File: src/hdl/decep_pkg.sv
// Shared types and constants of the decimal endpoint code decoder.
package decep_pkg;

   localparam int unsigned VALUE_W   = 57;
   localparam int unsigned COUNT_W   = 5;
   localparam int unsigned ADDR_W    = 32;
   localparam int unsigned PORT_W    = 16;
   localparam int unsigned CHECK_W   = 6;
   localparam int unsigned CHAR_W    = 8;

   localparam logic [COUNT_W-1:0] SHORT_DIGITS = 5'd12;
   localparam logic [COUNT_W-1:0] MAX_DIGITS   = 5'd17;

   localparam logic [CHAR_W-1:0] CHAR_SPACE = 8'h20;
   localparam logic [CHAR_W-1:0] CHAR_DASH  = 8'h2d;
   localparam logic [CHAR_W-1:0] CHAR_ZERO  = 8'h30;
   localparam logic [CHAR_W-1:0] CHAR_NINE  = 8'h39;

   localparam logic [31:0] HASH_SEED       = 32'h5446_4d50;
   localparam logic [31:0] HASH_TAG_LONG   = 32'h0000_19d4;
   localparam logic [31:0] HASH_TAG_SHORT  = 32'h0000_2a71;
   localparam logic [31:0] HASH_MUL        = 32'h045d_9f3b;

   typedef struct packed {
      logic [VALUE_W-1:0] value;
      logic [COUNT_W-1:0] count;
      logic               fault;
   } code_state_type;

   typedef struct packed {
      logic              ok;
      logic [ADDR_W-1:0] address;
      logic [PORT_W-1:0] port;
      logic [CHECK_W-1:0] check;
      logic [31:0]       hash;
   } check_stage_type;

endpackage

File: src/hdl/decep_if.sv
// Channel interfaces for requests, responses and the configuration write port.
interface decep_req_if;
   logic                          valid;
   logic                          ready;
   logic [decep_pkg::CHAR_W-1:0]  character;
   logic                          end_of_code;

   modport source (output valid, output character, output end_of_code, input ready);
   modport sink (input valid, input character, input end_of_code, output ready);
endinterface

interface decep_rsp_if;
   logic                          valid;
   logic                          ready;
   logic                          code_valid;
   logic [decep_pkg::ADDR_W-1:0]  address;
   logic [decep_pkg::PORT_W-1:0]  port;

   modport source (output valid, output code_valid, output address, output port,
                   input ready);
   modport sink (input valid, input code_valid, input address, input port,
                 output ready);
endinterface

interface decep_csr_if;
   logic                          valid;
   logic                          ready;
   logic [decep_pkg::PORT_W-1:0]  data;

   modport source (output valid, output data, input ready);
   modport sink (input valid, input data, output ready);
endinterface

File: src/hdl/decep_accum.sv
// Digit accumulator that folds code characters into the running value.
module decep_accum (
   input  logic                          clock,
   input  logic                          reset,
   input  logic                          step,
   input  logic [decep_pkg::CHAR_W-1:0]  character,
   input  logic                          end_of_code,
   output decep_pkg::code_state_type     state
);

   decep_pkg::code_state_type state_ff;
   decep_pkg::code_state_type state_in;

   logic                           is_digit;
   logic                           is_skip;
   logic [3:0]                     digit;
   logic [decep_pkg::VALUE_W-1:0]  value_x10;

   assign is_digit = (character >= decep_pkg::CHAR_ZERO) && (character <= decep_pkg::CHAR_NINE);
   assign is_skip  = (character == decep_pkg::CHAR_SPACE) || (character == decep_pkg::CHAR_DASH);
   assign digit    = 4'(character - decep_pkg::CHAR_ZERO);
   assign value_x10 = {state_ff.value[decep_pkg::VALUE_W-4:0], 3'b000}
                    + {state_ff.value[decep_pkg::VALUE_W-2:0], 1'b0};

   always_comb begin
      state_in = state_ff;
      if (step) begin
         if (end_of_code) begin
            state_in = '0;
         end else if (!is_skip) begin
            if (!is_digit || (state_ff.count >= decep_pkg::MAX_DIGITS)) begin
               state_in.fault = 1'b1;
            end else if (!state_ff.fault) begin
               state_in.value = value_x10 + decep_pkg::VALUE_W'(digit);
               state_in.count = state_ff.count + 5'd1;
            end
         end
      end
   end

   always_ff @(posedge clock) begin
      if (reset) begin
         state_ff <= '0;
      end else begin
         state_ff <= state_in;
      end
   end

   assign state = state_ff;

endmodule

File: src/hdl/decep_check.sv
// Field extraction and three-stage checksum pipeline ending in the response register.
module decep_check (
   input  logic                          clock,
   input  logic                          reset,
   input  logic                          advance,
   input  logic                          finish,
   input  decep_pkg::code_state_type     state,
   input  logic [decep_pkg::PORT_W-1:0]  preferred_port,
   output logic                          rsp_valid,
   output logic                          code_valid,
   output logic [decep_pkg::ADDR_W-1:0]  address,
   output logic [decep_pkg::PORT_W-1:0]  port
);

   logic                           long_form;
   logic                           fits;
   logic [decep_pkg::ADDR_W-1:0]   addr_sel;
   logic [decep_pkg::PORT_W-1:0]   port_sel;
   logic [31:0]                    mixed;
   decep_pkg::check_stage_type     stage2_in;
   decep_pkg::check_stage_type     stage2_ff;
   decep_pkg::check_stage_type     stage3_in;
   decep_pkg::check_stage_type     stage3_ff;
   logic                           valid2_ff;
   logic                           valid3_ff;
   logic                           rsp_valid_ff;
   logic                           code_valid_ff;
   logic                           code_valid_in;
   logic [decep_pkg::ADDR_W-1:0]   address_ff;
   logic [decep_pkg::PORT_W-1:0]   port_ff;
   logic [5:0]                     final_check;

   assign long_form = (state.count == decep_pkg::MAX_DIGITS);

   always_comb begin
      if (long_form) begin
         addr_sel = state.value[53:22];
         port_sel = state.value[21:6];
         fits     = (state.value[56:54] == 3'b000);
      end else begin
         addr_sel = state.value[37:6];
         port_sel = preferred_port;
         fits     = (state.value[56:38] == 19'd0);
      end
   end

   assign mixed = decep_pkg::HASH_SEED ^ addr_sel ^ {9'd0, port_sel, 7'd0}
                ^ (long_form ? decep_pkg::HASH_TAG_LONG : decep_pkg::HASH_TAG_SHORT);

   always_comb begin
      stage2_in.ok = !state.fault
                   && ((state.count == decep_pkg::SHORT_DIGITS) || long_form)
                   && fits && (addr_sel != '0) && (port_sel != '0);
      stage2_in.address = addr_sel;
      stage2_in.port    = port_sel;
      stage2_in.check   = state.value[5:0];
      stage2_in.hash    = mixed ^ {16'd0, mixed[31:16]};
   end

   always_comb begin
      stage3_in      = stage2_ff;
      stage3_in.hash = stage2_ff.hash * decep_pkg::HASH_MUL;
   end

   assign final_check   = stage3_ff.hash[5:0] ^ stage3_ff.hash[21:16];
   assign code_valid_in = stage3_ff.ok && (final_check == stage3_ff.check);

   always_ff @(posedge clock) begin
      if (reset) begin
         valid2_ff    <= 1'b0;
         valid3_ff    <= 1'b0;
         rsp_valid_ff <= 1'b0;
      end else if (advance) begin
         valid2_ff    <= finish;
         valid3_ff    <= valid2_ff;
         rsp_valid_ff <= valid3_ff;
      end
   end

   always_ff @(posedge clock) begin
      if (advance) begin
         stage2_ff     <= stage2_in;
         stage3_ff     <= stage3_in;
         code_valid_ff <= code_valid_in;
         address_ff    <= code_valid_in ? stage3_ff.address : '0;
         port_ff       <= code_valid_in ? stage3_ff.port : '0;
      end
   end

   assign rsp_valid  = rsp_valid_ff;
   assign code_valid = code_valid_ff;
   assign address    = address_ff;
   assign port       = port_ff;

endmodule

File: src/hdl/decimal_endpoint_code_decoder_top.sv
// Top level of the decimal endpoint code decoder.
// The block takes one character request per cycle and answers each end-of-code request
// with one response through the input register, field extraction stage, checksum
// multiplier stage and response register. The whole pipeline moves together, so a response
// that is not taken holds back new requests until it is. The user must write the preferred
// port register via the configuration port only while idle; the block does no such check.
module decimal_endpoint_code_decoder_top (
   input  logic          clock,
   input  logic          reset,
   decep_req_if.sink     req_chan,
   decep_rsp_if.source   rsp_chan,
   decep_csr_if.sink     csr_chan
);

   logic                          advance;
   logic                          s1_valid_ff;
   logic [decep_pkg::CHAR_W-1:0]  s1_char_ff;
   logic                          s1_end_ff;
   logic [decep_pkg::PORT_W-1:0]  preferred_port_ff;
   logic                          rsp_valid;
   decep_pkg::code_state_type     state;

   assign advance        = !rsp_valid || rsp_chan.ready;
   assign req_chan.ready = advance;
   assign csr_chan.ready = 1'b1;

   always_ff @(posedge clock) begin
      if (reset) begin
         s1_valid_ff <= 1'b0;
      end else if (advance) begin
         s1_valid_ff <= req_chan.valid;
      end
   end

   always_ff @(posedge clock) begin
      if (advance) begin
         s1_char_ff <= req_chan.character;
         s1_end_ff  <= req_chan.end_of_code;
      end
   end

   always_ff @(posedge clock) begin
      if (reset) begin
         preferred_port_ff <= '0;
      end else if (csr_chan.valid) begin
         preferred_port_ff <= csr_chan.data;
      end
   end

   decep_accum u_accum (
      .clock       (clock),
      .reset       (reset),
      .step        (advance && s1_valid_ff),
      .character   (s1_char_ff),
      .end_of_code (s1_end_ff),
      .state       (state)
   );

   decep_check u_check (
      .clock          (clock),
      .reset          (reset),
      .advance        (advance),
      .finish         (s1_valid_ff && s1_end_ff),
      .state          (state),
      .preferred_port (preferred_port_ff),
      .rsp_valid      (rsp_valid),
      .code_valid     (rsp_chan.code_valid),
      .address        (rsp_chan.address),
      .port           (rsp_chan.port)
   );

   assign rsp_chan.valid = rsp_valid;

endmodule

File: src/flat_wrapper.sv
// flat-port wrapper written by rule: the top's interface ports become plain ports
module decimal_endpoint_code_decoder_top_flat 
  (clock, reset, req_chan_valid, req_chan_character, req_chan_end_of_code, req_chan_ready, rsp_chan_valid, rsp_chan_code_valid, rsp_chan_address, rsp_chan_port, rsp_chan_ready, csr_chan_valid, csr_chan_data, csr_chan_ready);
  decep_req_if req_chan_i ();
  decep_rsp_if rsp_chan_i ();
  decep_csr_if csr_chan_i ();
  input  logic clock;
  input  logic reset;
  input wire logic [$bits(req_chan_i.valid)-1:0] req_chan_valid;
  input wire logic [$bits(req_chan_i.character)-1:0] req_chan_character;
  input wire logic [$bits(req_chan_i.end_of_code)-1:0] req_chan_end_of_code;
  output wire logic [$bits(req_chan_i.ready)-1:0] req_chan_ready;
  output wire logic [$bits(rsp_chan_i.valid)-1:0] rsp_chan_valid;
  output wire logic [$bits(rsp_chan_i.code_valid)-1:0] rsp_chan_code_valid;
  output wire logic [$bits(rsp_chan_i.address)-1:0] rsp_chan_address;
  output wire logic [$bits(rsp_chan_i.port)-1:0] rsp_chan_port;
  input wire logic [$bits(rsp_chan_i.ready)-1:0] rsp_chan_ready;
  input wire logic [$bits(csr_chan_i.valid)-1:0] csr_chan_valid;
  input wire logic [$bits(csr_chan_i.data)-1:0] csr_chan_data;
  output wire logic [$bits(csr_chan_i.ready)-1:0] csr_chan_ready;
  assign req_chan_i.valid = req_chan_valid;
  assign req_chan_i.character = req_chan_character;
  assign req_chan_i.end_of_code = req_chan_end_of_code;
  assign req_chan_ready = req_chan_i.ready;
  assign rsp_chan_valid = rsp_chan_i.valid;
  assign rsp_chan_code_valid = rsp_chan_i.code_valid;
  assign rsp_chan_address = rsp_chan_i.address;
  assign rsp_chan_port = rsp_chan_i.port;
  assign rsp_chan_i.ready = rsp_chan_ready;
  assign csr_chan_i.valid = csr_chan_valid;
  assign csr_chan_i.data = csr_chan_data;
  assign csr_chan_ready = csr_chan_i.ready;
  decimal_endpoint_code_decoder_top u_core (.clock(clock), .reset(reset), .req_chan(req_chan_i), .rsp_chan(rsp_chan_i), .csr_chan(csr_chan_i));
endmodule
File: config.mk
export PLATFORM = sky130hd
export DESIGN_NAME = decimal_endpoint_code_decoder_top_flat
export DESIGN_NICKNAME = d
export VERILOG_FILES = /design/src/hdl/decep_pkg.sv /design/src/hdl/decep_if.sv /design/src/hdl/decep_accum.sv /design/src/hdl/decep_check.sv /design/src/hdl/decimal_endpoint_code_decoder_top.sv /design/src/flat_wrapper.sv
export SDC_FILE = /design/constraint.sdc
export NUM_CORES = 1
export LEC_CHECK = 0
export BUFFER_PORTS_ARGS = -buffer_cell sky130_fd_sc_hd__buf_2
export CAP_MARGIN = 25
export CORE_MARGIN = 1.5
export CORE_UTILIZATION = 30
export DETAILED_ROUTE_END_ITERATION = 8
export MAX_ROUTING_LAYER = met4
export PLACE_DENSITY = 0.46
export SETUP_SLACK_MARGIN = 0.1
export SLEW_MARGIN = 20
export SYNTH_ARGS = -nofsm -noshare
export SYNTH_HDL_FRONTEND = slang
export SYNTH_HIERARCHICAL = 1
export SYNTH_SLANG_ARGS = --single-unit
File: constraint.sdc
create_clock -name clock -period 7 [get_ports clock]
set_input_delay 0 -clock clock [delete_from_list [all_inputs] [get_ports clock]]
set_output_delay 0 -clock clock [all_outputs]
set_load 0.1 [all_outputs]
==> results.cfg, run 1 <==
[power_and_ir_drop]
seqPwrFrac_pct = 22.8
clkPwrFrac_pct = 20.8
swShare_pct = 41.3
ir_worst_vdd_mv = 0.843
p_int_w = 0.00543
power.switching_w = 0.00382
power_density_nw_per_um2 = 418
p_leak_nw = 10.7
p_comb_share_pct = 56.4

[critical_path]
reg2regPathDepth = 18
worst-setup-path-type = reg2reg
crit_required_ps = 7300
cp_cell_sequence = ha_1 -> fa_1 -> inv_1 -> fa_1 -> inv_1 -> fa_1 -> ha_1 -> fa_1 -> inv_1 -> fa_1 -> inv_1 -> ha_1 -> o21a_1 -> o2111ai_1 -> or4b_2 -> a31oi_1 -> a31oi_1 -> xnor2_1
endpoint_kind = register
critical_path.most_common_cell = fa_1
cp-start-kind = register
crit_fanout = 6
cpPeakStageDelay_ps = 720
arrival_ps = 6420
worst_path_max_delay_cell = or4b_2

[timing]
relSlewSlack_pct = 28.7
fmax_mhz = 163
hold_viol = 0
min_period_ps = 6120
rsz0062_at_grt = false
fin_crit_sh_pct = 87.5
fin_tns_setup_ps = 0
drv_slew = 0
worst_pin_slew_ps = 1070
setup_viol = 0
fin_skew_ps = 22.3

[route]
vias = 12800
drtAntennaViolNets = 0
vias_per_cell = 4.66
wl_um = 50100
first_pass_iters = 5
drcViolationCount = 0
wl_per_cell_um = 18.3
detail_route.iter0.violations = 767

[clock_network]
cts_tree = yes
cts.htree.levels = 2
cts_sinks = 285
cts.path.max_buffers = 3
clock_latency_ps = 570
clkTransAtPathRegs_ps = 60
numCtsBuffers = 35
root_buffer = clkbuf_16

[final_layout]
syn_to_final_growth_pct = 14.2
fin_area_sq_um = 22100
nets = 2220
diodes = 0
drive_gt1_share_pct = 9.61
layout.cells.non_filler = 2740
n_fill_cell = 6376

[placed_design]
gp_congestion = 0.903
port_buffers = 80
place_inst = 2649
dp_hpwl_um = 39400
post_dp_cell_area_sq_um = 20600

[logic_synthesis]
async_flop_share_pct = 0
synth_edf_count = 202
ys.flop_type = edfxtp_1
ys_types = 86
syn-instance-count = 1764
syn_area_sq_um = 19400
synth-warning-count = 6
synth_seq_cells = 285
avgSynthCellArea_sq_um = 11.0
ys_seq_area_share_pct = 39.9
syn_nets = 2117

[run_status]
status = finished, final reports clean

[run]
max_cap_viol_count = 0

[global_routing]
grtUsageTotal_pct = 15.8
grt_pass1_vias = 13200
grt_max_degree = 164
overflow = 0
antenna_found_initial = 0
grt_first_pass_wirelength_um = 78300

[floorplanning]
die_x_um = 257
dieArea_sq_um = 66100
ioPinCount = 82
die_h_um = 257
coreArea_sq_um = 63400
fp-row-count = 92
initial_core_util_pct = 30.5

[min_path]
holdCritPathClass = in2reg
hold_depth = 3
[synth_stat cells, drive strengths merged (56+ instances only)]
| cell type | number | area, sq um |
|---|---|---|
| a21oi | 77 | 389 |
| nor2 | 90 | 338 |
| nand2 | 89 | 337 |
| mux2i | 64 | 641 |
| ha | 219 | 2740 |
| and2 | 56 | 350 |
| xnor2 | 87 | 762 |
| edfxtp | 202 | 6070 |
| inv | 270 | 1010 |
| dfxtp | 83 | 1660 |
| o21ai | 82 | 422 |
| fa | 104 | 2080 |
[power by group through the flow]
stage | registers [W] | clock network [W] | logic (W)
floorplan | 0.00213 | 0 | 0.00380
global placement | 0.00214 | 0 | 0.00525
detailed placement | 0.00214 | 0 | 0.00526
CTS | 0.00211 | 0.00199 | 0.00536
global route | 0.00212 | 0.00205 | 0.00603
finish | 0.00211 | 0.00192 | 0.00522
[logic make-up after synthesis]
| kind of cell | after synthesis | synth area share, % |
|---|---|---|
| and+or+nand+nor | 335 | 8.61 |
| adders and majority gates | 323 | 24.9 |
| buffers and inverters | 317 | 6.62 |
| AOI/OAI and AO/OA | 302 | 10.4 |
| DFF | 285 | 39.9 |
| xor gates and xnor gates | 133 | 6.01 |
| muxes | 68 | 3.58 |
| other | 1 | 0.0194 |
[cell type report]
type / count / area, sq um / share of cell area (%)
clock buffers: 48 / 965 / 4.36
clock inverters: 16 / 245 / 1.11
inverters: 270 / 1010 / 4.58
multi-input cells: 1162 / 10400 / 47.0
flip-flops and latches: 285 / 7730 / 34.9
well taps: 846 / 1060 / 4.78
repair buffers: 113 / 728 / 3.29
[through the flow]
step | setup slack (ps) | utilization, % | hold WS, ps | power (W)
after floorplan | 1260 | - | 72.4 | 0.00593
after global placement | 937 | 32.5 | 179 | 0.00739
after detailed placement | 916 | 32.5 | 178 | 0.00740
after CTS | 908 | 34.9 | 13.1 | 0.00946
after global routing | 630 | 34.9 | 56.1 | 0.0102
final | 878 | 34.9 | 31.7 | 0.00925
[worst paths after layout]
kind                                start                           end  slack (ps)
min reg2reg  u_core/u_check/stage2_ff[51]  u_core/u_check/stage3_ff[51]         410
max           u_core/u_check/stage2_ff[9]  u_core/u_check/stage3_ff[21]         880
max reg2reg   u_core/u_check/stage2_ff[9]  u_core/u_check/stage3_ff[21]         880
min                                 reset      u_core/u_check/rsp_valid          30
[repair_timing]
action                                 CTS  global route
endpoints found under the hold margin   26             0
resized for setup                        0             0
setup buffers                            0             0
hold buffers                            27             0
[metal layers]
metal  GRT usage (%)  wire (um)
met5               -          0
met1            21.2      24000
met2            25.3      23400
met4            4.64       1220
met3            1.58       1510
[state kept, by name (all words and copies together) (netlist names)]
register,count
u_core/preferred_port_ff,16
u_core/s1_char_ff,8
u_core/s1_end_ff,1
u_core/s1_valid_ff,1
u_core/u_accum/state,63
u_core/u_check/address,32
u_core/u_check/code_valid,1
u_core/u_check/port,16
u_core/u_check/rsp_valid,1
u_core/u_check/stage2_ff,77
u_core/u_check/stage3_ff,67
u_core/u_check/valid2_ff,1
u_core/u_check/valid3_ff,1
[worst max-delay path, delay by kind of cell (launching register included)]
kind                     cells  cell delay [ps]
AO/OA/AOI/OAI                4              740
XOR/XNOR                     1              140
AND/OR/NAND/NOR              1              720
buffers and inverters        4              200
adder cells (fa/ha/maj)      8             3530
flip-flops                   1              520
[cell usage in the layout, fill, tap and decap left out, types with 22 or more instances in the layout]
cell type / count
dlygate4sd3_1: 27
dfxtp_1: 83
nand4_1: 22
a21o_1: 29
o21ai_0: 61
ha_1: 219
clkbuf_16: 35
mux2i_1: 64
and2_1: 56
nand2_1: 88
xor2_1: 46
edfxtp_1: 202
a21oi_1: 76
inv_1: 270
buf_2: 80
nor2_1: 90
fa_1: 104
xnor2_1: 87
Power figures use the tool's default switching activity.
==> inputs of run 2 (changes only) <==
--- a/config.mk
+++ b/config.mk
@@ -11,7 +11,7 @@
 export CORE_UTILIZATION = 30
 export DETAILED_ROUTE_END_ITERATION = 8
 export MAX_ROUTING_LAYER = met4
-export PLACE_DENSITY = 0.46
+export PLACE_DENSITY = 0.49
 export SETUP_SLACK_MARGIN = 0.1
 export SLEW_MARGIN = 20
 export SYNTH_ARGS = -nofsm -noshare
==> results.cfg, run 2 (same netlist as run 1, synthesis figures left out) <==
[critical_path]
worst-setup-path-type = reg2reg
rr_endpoint = u_core/u_check/stage3_ff[21]
r2r-start = u_core/u_check/stage2_ff[7]
ff2ff_setup_slack_ps = 830
cp-start-kind = register
crit_fanout = 7
arrival_ps = 6490
reg2regPathDepth = 19
crit_required_ps = 7320
endpoint_kind = register

[timing]
holdWs_ps = 48.8
fin_skew_ps = 12.8
min_period_ps = 6170
rsz0062_at_grt = false
hold_viol = 0
worst_pin_slew_ps = 1040
fin_crit_sh_pct = 88.1
relSlewSlack_pct = 30.9
setup_viol = 0
drv_slew = 0
fin_tns_setup_ps = 0
fmax_mhz = 162

[route]
first_pass_iters = 4
drtAntennaViolNets = 0
drcViolationCount = 0
wl_per_cell_um = 17.7
wl_um = 48500
vias_per_cell = 4.68
detail_route.iter0.violations = 715
vias = 12900

[power_and_ir_drop]
power.switching_w = 0.00350
swShare_pct = 40.9
p_int_w = 0.00507
ir_worst_vdd_mv = 0.703
p_comb_share_pct = 57.6
clkPwrFrac_pct = 17.9
seqPwrFrac_pct = 24.5
power_density_nw_per_um2 = 390
p_leak_nw = 10.6

[min_path]
min-delay-start = reset
hold_end = u_core/u_check/rsp_valid
holdCritPathClass = in2reg
hold_depth = 2

[global_routing]
antenna_found_initial = 0
overflow = 0
grt_max_degree = 172
grtUsageTotal_pct = 15.1
grt_pass1_vias = 13200
grt_first_pass_wirelength_um = 76300

[clock_network]
cts.path.max_buffers = 3
clock_latency_ps = 590
post_cts_buffers = 0
cts.htree.levels = 1
numCtsBuffers = 31
cts_sinks = 285
root_buffer = clkbuf_16
clkTransAtPathRegs_ps = 60
cts_tree = yes

[run]
max_cap_viol_count = 0

[run_status]
status = finished, final reports clean

[floorplanning]
dieArea_sq_um = 66100
die_h_um = 257
ioPinCount = 82
coreArea_sq_um = 63400
initial_core_util_pct = 30.5
fp-row-count = 92
die_x_um = 257

[final_layout]
diodes = 0
nets = 2231
syn_to_final_growth_pct = 13.5
layout_common_cells = inv_1 (270), ha_1 (219), edfxtp_1 (202)
n_fill_cell = 6351
largest_reg_flops = 77
drive_gt1_share_pct = 8.83
mostFrequentLayoutCell = inv_1
regMostFlops = u_core/u_check/stage2_ff

[placed_design]
port_buffers = 80
dp_hpwl_um = 38200
gp_congestion = 0.864
[run 2: cell types whose count changed in the layout (fill, tap and decap cells not counted), sizes merged]
cell / previous run / this run
dlygate4sd3: 27 / 42
clkinvlp: 3 / 0
bufinv: 5 / 0
clkbuf: 48 / 51
clkinv: 5 / 4
[run 2: final cells by class]
cell class / count / area (sq um) / area share, %
repair buffers: 128 / 876 / 3.98
clock inverters: 7 / 53.8 / 0.245
inverters: 270 / 1010 / 4.61
multi-input cells: 1162 / 10400 / 47.2
well taps: 846 / 1060 / 4.81
flip-flops and latches: 285 / 7730 / 35.1
clock buffers: 51 / 881 / 4.01
[run 2: per-layer routing]
metal / routed length (um) / share of wire [%] / up-vias / GRT usage, %
li1: - / - / 6309 / -
met1: 22900 / 47 / 6246 / 20.3
met2: 22600 / 47 / 246 / 24.2
met3: 1850 / 3.8 / 65 / 1.92
met4: 1200 / 2.5 / 0 / 3.84
met5: 0 / 0 / - / -
[run 2: critical path, cell delays in order, from the launching register on]
cell,delay (ps)
edfxtp_1,530
ha_1,400
xor2_1,170
ha_1,290
inv_1,60
fa_1,530
inv_1,60
fa_1,450
ha_1,330
fa_1,540
inv_1,60
fa_1,530
inv_1,40
ha_1,260
o21a_1,110
o2111ai_1,200
or4b_2,740
a31oi_1,310
a31oi_1,160
xnor2_1,140
[run 2: how the worst max path moves through the flow]
stage                                  from  cells after the start                           end
3_5_place_dp   u_core/u_check/stage2_ff[11]                     19  u_core/u_check/stage3_ff[21]
5_1_grt         u_core/u_check/stage2_ff[6]                     19  u_core/u_check/stage3_ff[21]
6_report        u_core/u_check/stage2_ff[7]                     19  u_core/u_check/stage3_ff[21]
4_1_cts        u_core/u_check/stage2_ff[11]                     19  u_core/u_check/stage3_ff[21]
2_1_floorplan  u_core/u_check/stage2_ff[11]                     19  u_core/u_check/stage3_ff[21]
3_3_place_gp   u_core/u_check/stage2_ff[11]                     19  u_core/u_check/stage3_ff[21]
[run 2: what timing repair did]
item / 4_1_cts / 5_1_grt
endpoints found under the hold margin: 26 / 0
resized for setup: 0 / 0
hold buffers: 42 / 0
[run 2: power by group through the flow]
stage,clock [W],combinational [W],sequential (W)
3_5_place_dp,0,0.00497,0.00214
4_1_cts,0.00159,0.00504,0.00210
3_3_place_gp,0,0.00489,0.00214
2_1_floorplan,0,0.00380,0.00213
6_report,0.00154,0.00493,0.00210
5_1_grt,0.00165,0.00577,0.00211
[run 2: through the flow]
step | total power, W | std cells | instance area [sq um] | utilization [%] | setup slack, ps
after floorplan | 0.00593 | 1764 | 19400 | - | 1260
after global placement | 0.00703 | 2648 | 20600 | 32.5 | 891
after detailed placement | 0.00711 | 2648 | 20600 | 32.5 | 815
after CTS | 0.00873 | 2748 | 22000 | 34.7 | 803
after global routing | 0.00953 | 2749 | 22000 | 34.7 | 587
final | 0.00857 | 2749 | 22000 | 34.7 | 832
==> inputs of run 3 (changes only) <==
--- a/config.mk
+++ b/config.mk
@@ -11,7 +11,7 @@
 export CORE_UTILIZATION = 30
 export DETAILED_ROUTE_END_ITERATION = 8
 export MAX_ROUTING_LAYER = met4
-export PLACE_DENSITY = 0.49
+export PLACE_DENSITY = 0.48
 export SETUP_SLACK_MARGIN = 0.1
 export SLEW_MARGIN = 20
 export SYNTH_ARGS = -nofsm -noshare
==> constraint.sdc (replaced) <==
create_clock -name clock -period 7.62 [get_ports clock]
set_input_delay 0 -clock clock [delete_from_list [all_inputs] [get_ports clock]]
set_output_delay 0 -clock clock [all_outputs]
set_load 0.1 [all_outputs]
==> results.cfg, run 3 (same netlist as run 1, synthesis figures left out) <==
[final_layout]
fin_area_sq_um = 22000
multi_input_area_sq_um = 10400
n_fill_cell = 6392
diodes = 0
syn_to_final_growth_pct = 13.7
drive_gt1_share_pct = 9.50
regMostFlops = u_core/u_check/stage2_ff
nets = 2221
register_area_sq_um = 7730
largest_reg_flops = 77
mostFrequentLayoutCell = inv_1
layout_common_cells = inv_1 (270), ha_1 (219), edfxtp_1 (202)

[critical_path]
endpoint_kind = register
crit_fanout = 6
arrival_ps = 6450
cp-start-kind = register
crit_required_ps = 7910
worst-setup-path-type = reg2reg

[floorplanning]
die_x_um = 257
fp-row-count = 92
coreArea_sq_um = 63400
initial_core_util_pct = 30.5
ioPinCount = 82
die_h_um = 257
dieArea_sq_um = 66100

[global_routing]
antenna_found_initial = 0
grt_pass1_vias = 13300
grt_first_pass_wirelength_um = 77000
grt_max_degree = 172
overflow = 0
grtUsageTotal_pct = 15.4

[timing]
holdWs_ps = 57.9
drv_slew = 0
fin_skew_ps = 27.8
min_period_ps = 6170
relSlewSlack_pct = 30.3
fin_tns_setup_ps = 0
setup_viol = 0
worst_pin_slew_ps = 1050
fin_crit_sh_pct = 80.9
rsz0062_at_grt = false
finalWorstSetupSlack_ps = 1450
fmax_mhz = 162
hold_viol = 0

[route]
first_pass_iters = 5
detail_route.iter0.violations = 707
drcViolationCount = 0
drtAntennaViolNets = 0
wl_per_cell_um = 17.8
vias = 12900
wl_um = 48700
vias_per_cell = 4.69

[run]
max_cap_viol_count = 0

[clock_network]
numCtsBuffers = 35
cts_sinks = 285
root_buffer = clkbuf_16
hold_buffers = 27
clkTransAtPathRegs_ps = 60
clock_latency_ps = 550
cts_tree = yes
post_cts_buffers = 0
cts.path.max_buffers = 3
ctsResizeCount = 0
cts.htree.levels = 2

[power_and_ir_drop]
power_density_nw_per_um2 = 365
p_leak_nw = 10.6
ir_worst_vdd_mv = 0.698

[placed_design]
port_buffers = 80
post-place-ws_ps = 1440
dp_hpwl_um = 38200
post_dp_cell_area_sq_um = 20600
gp_congestion = 0.865

[run_status]
status = finished, final reports clean

[min_path]
holdCritPathClass = in2reg
[run 3: worst paths after layout]
path / from / end / slack, ps / cells past startpoint
setup / recovery: u_core/u_check/stage2_ff[11] / u_core/u_check/stage3_ff[21] / 1450 / 19
hold / removal: csr_chan_valid / u_core/preferred_port_ff[4] / 60 / 3
setup reg to reg: u_core/u_check/stage2_ff[11] / u_core/u_check/stage3_ff[21] / 1450 / 19
hold reg to reg: u_core/u_check/stage2_ff[86] / u_core/u_check/stage3_ff[86] / 390 / 0
[run 3: per-layer routing]
metal | track usage [%] | routed length [um] | vias to the layer above
met5 | - | 0 | -
met2 | 24.1 | 22400 | 234
met1 | 20.9 | 23500 | 6257
met4 | 4.15 | 1090 | 0
met3 | 1.85 | 1710 | 67
li1 | - | - | 6295
[run 3: power by group]
group          total, W  switching (W)  internal (W)
sequential      0.00193      0.0000445       0.00189
combinational   0.00454        0.00256       0.00198
clock           0.00157       0.000669      0.000898
[run 3: cell type report]
class	count	area share, %
inverters	270	4.60
clock inverters	18	0.551
repair buffers	114	3.40
clock buffers	45	4.38
flip-flops and latches	285	35.1
well taps	846	4.81
multi-input cells	1162	47.2
[run 3: worst max-delay path, cell delays in order (launching register included)]
cell      delay, ps
edfxtp_1        540
ha_1            400
fa_1            520
inv_1            60
fa_1            510
inv_1            60
fa_1            520
inv_1            60
fa_1            520
inv_1            50
fa_1            470
inv_1            50
fa_1            530
inv_1            40
ha_1            310
nand2_1          60
or4b_2          630
a31oi_1         290
a31oi_1         150
xnor2_1         150
[run 3: stage by stage]
stage               util (%)  instances  power [W]
finish                  34.7       2740    0.00803
global route            34.7       2740    0.00892
CTS                     34.7       2737    0.00819
detailed placement      32.5       2647    0.00651
global placement        32.5       2647    0.00647
floorplan                  -       1764    0.00545
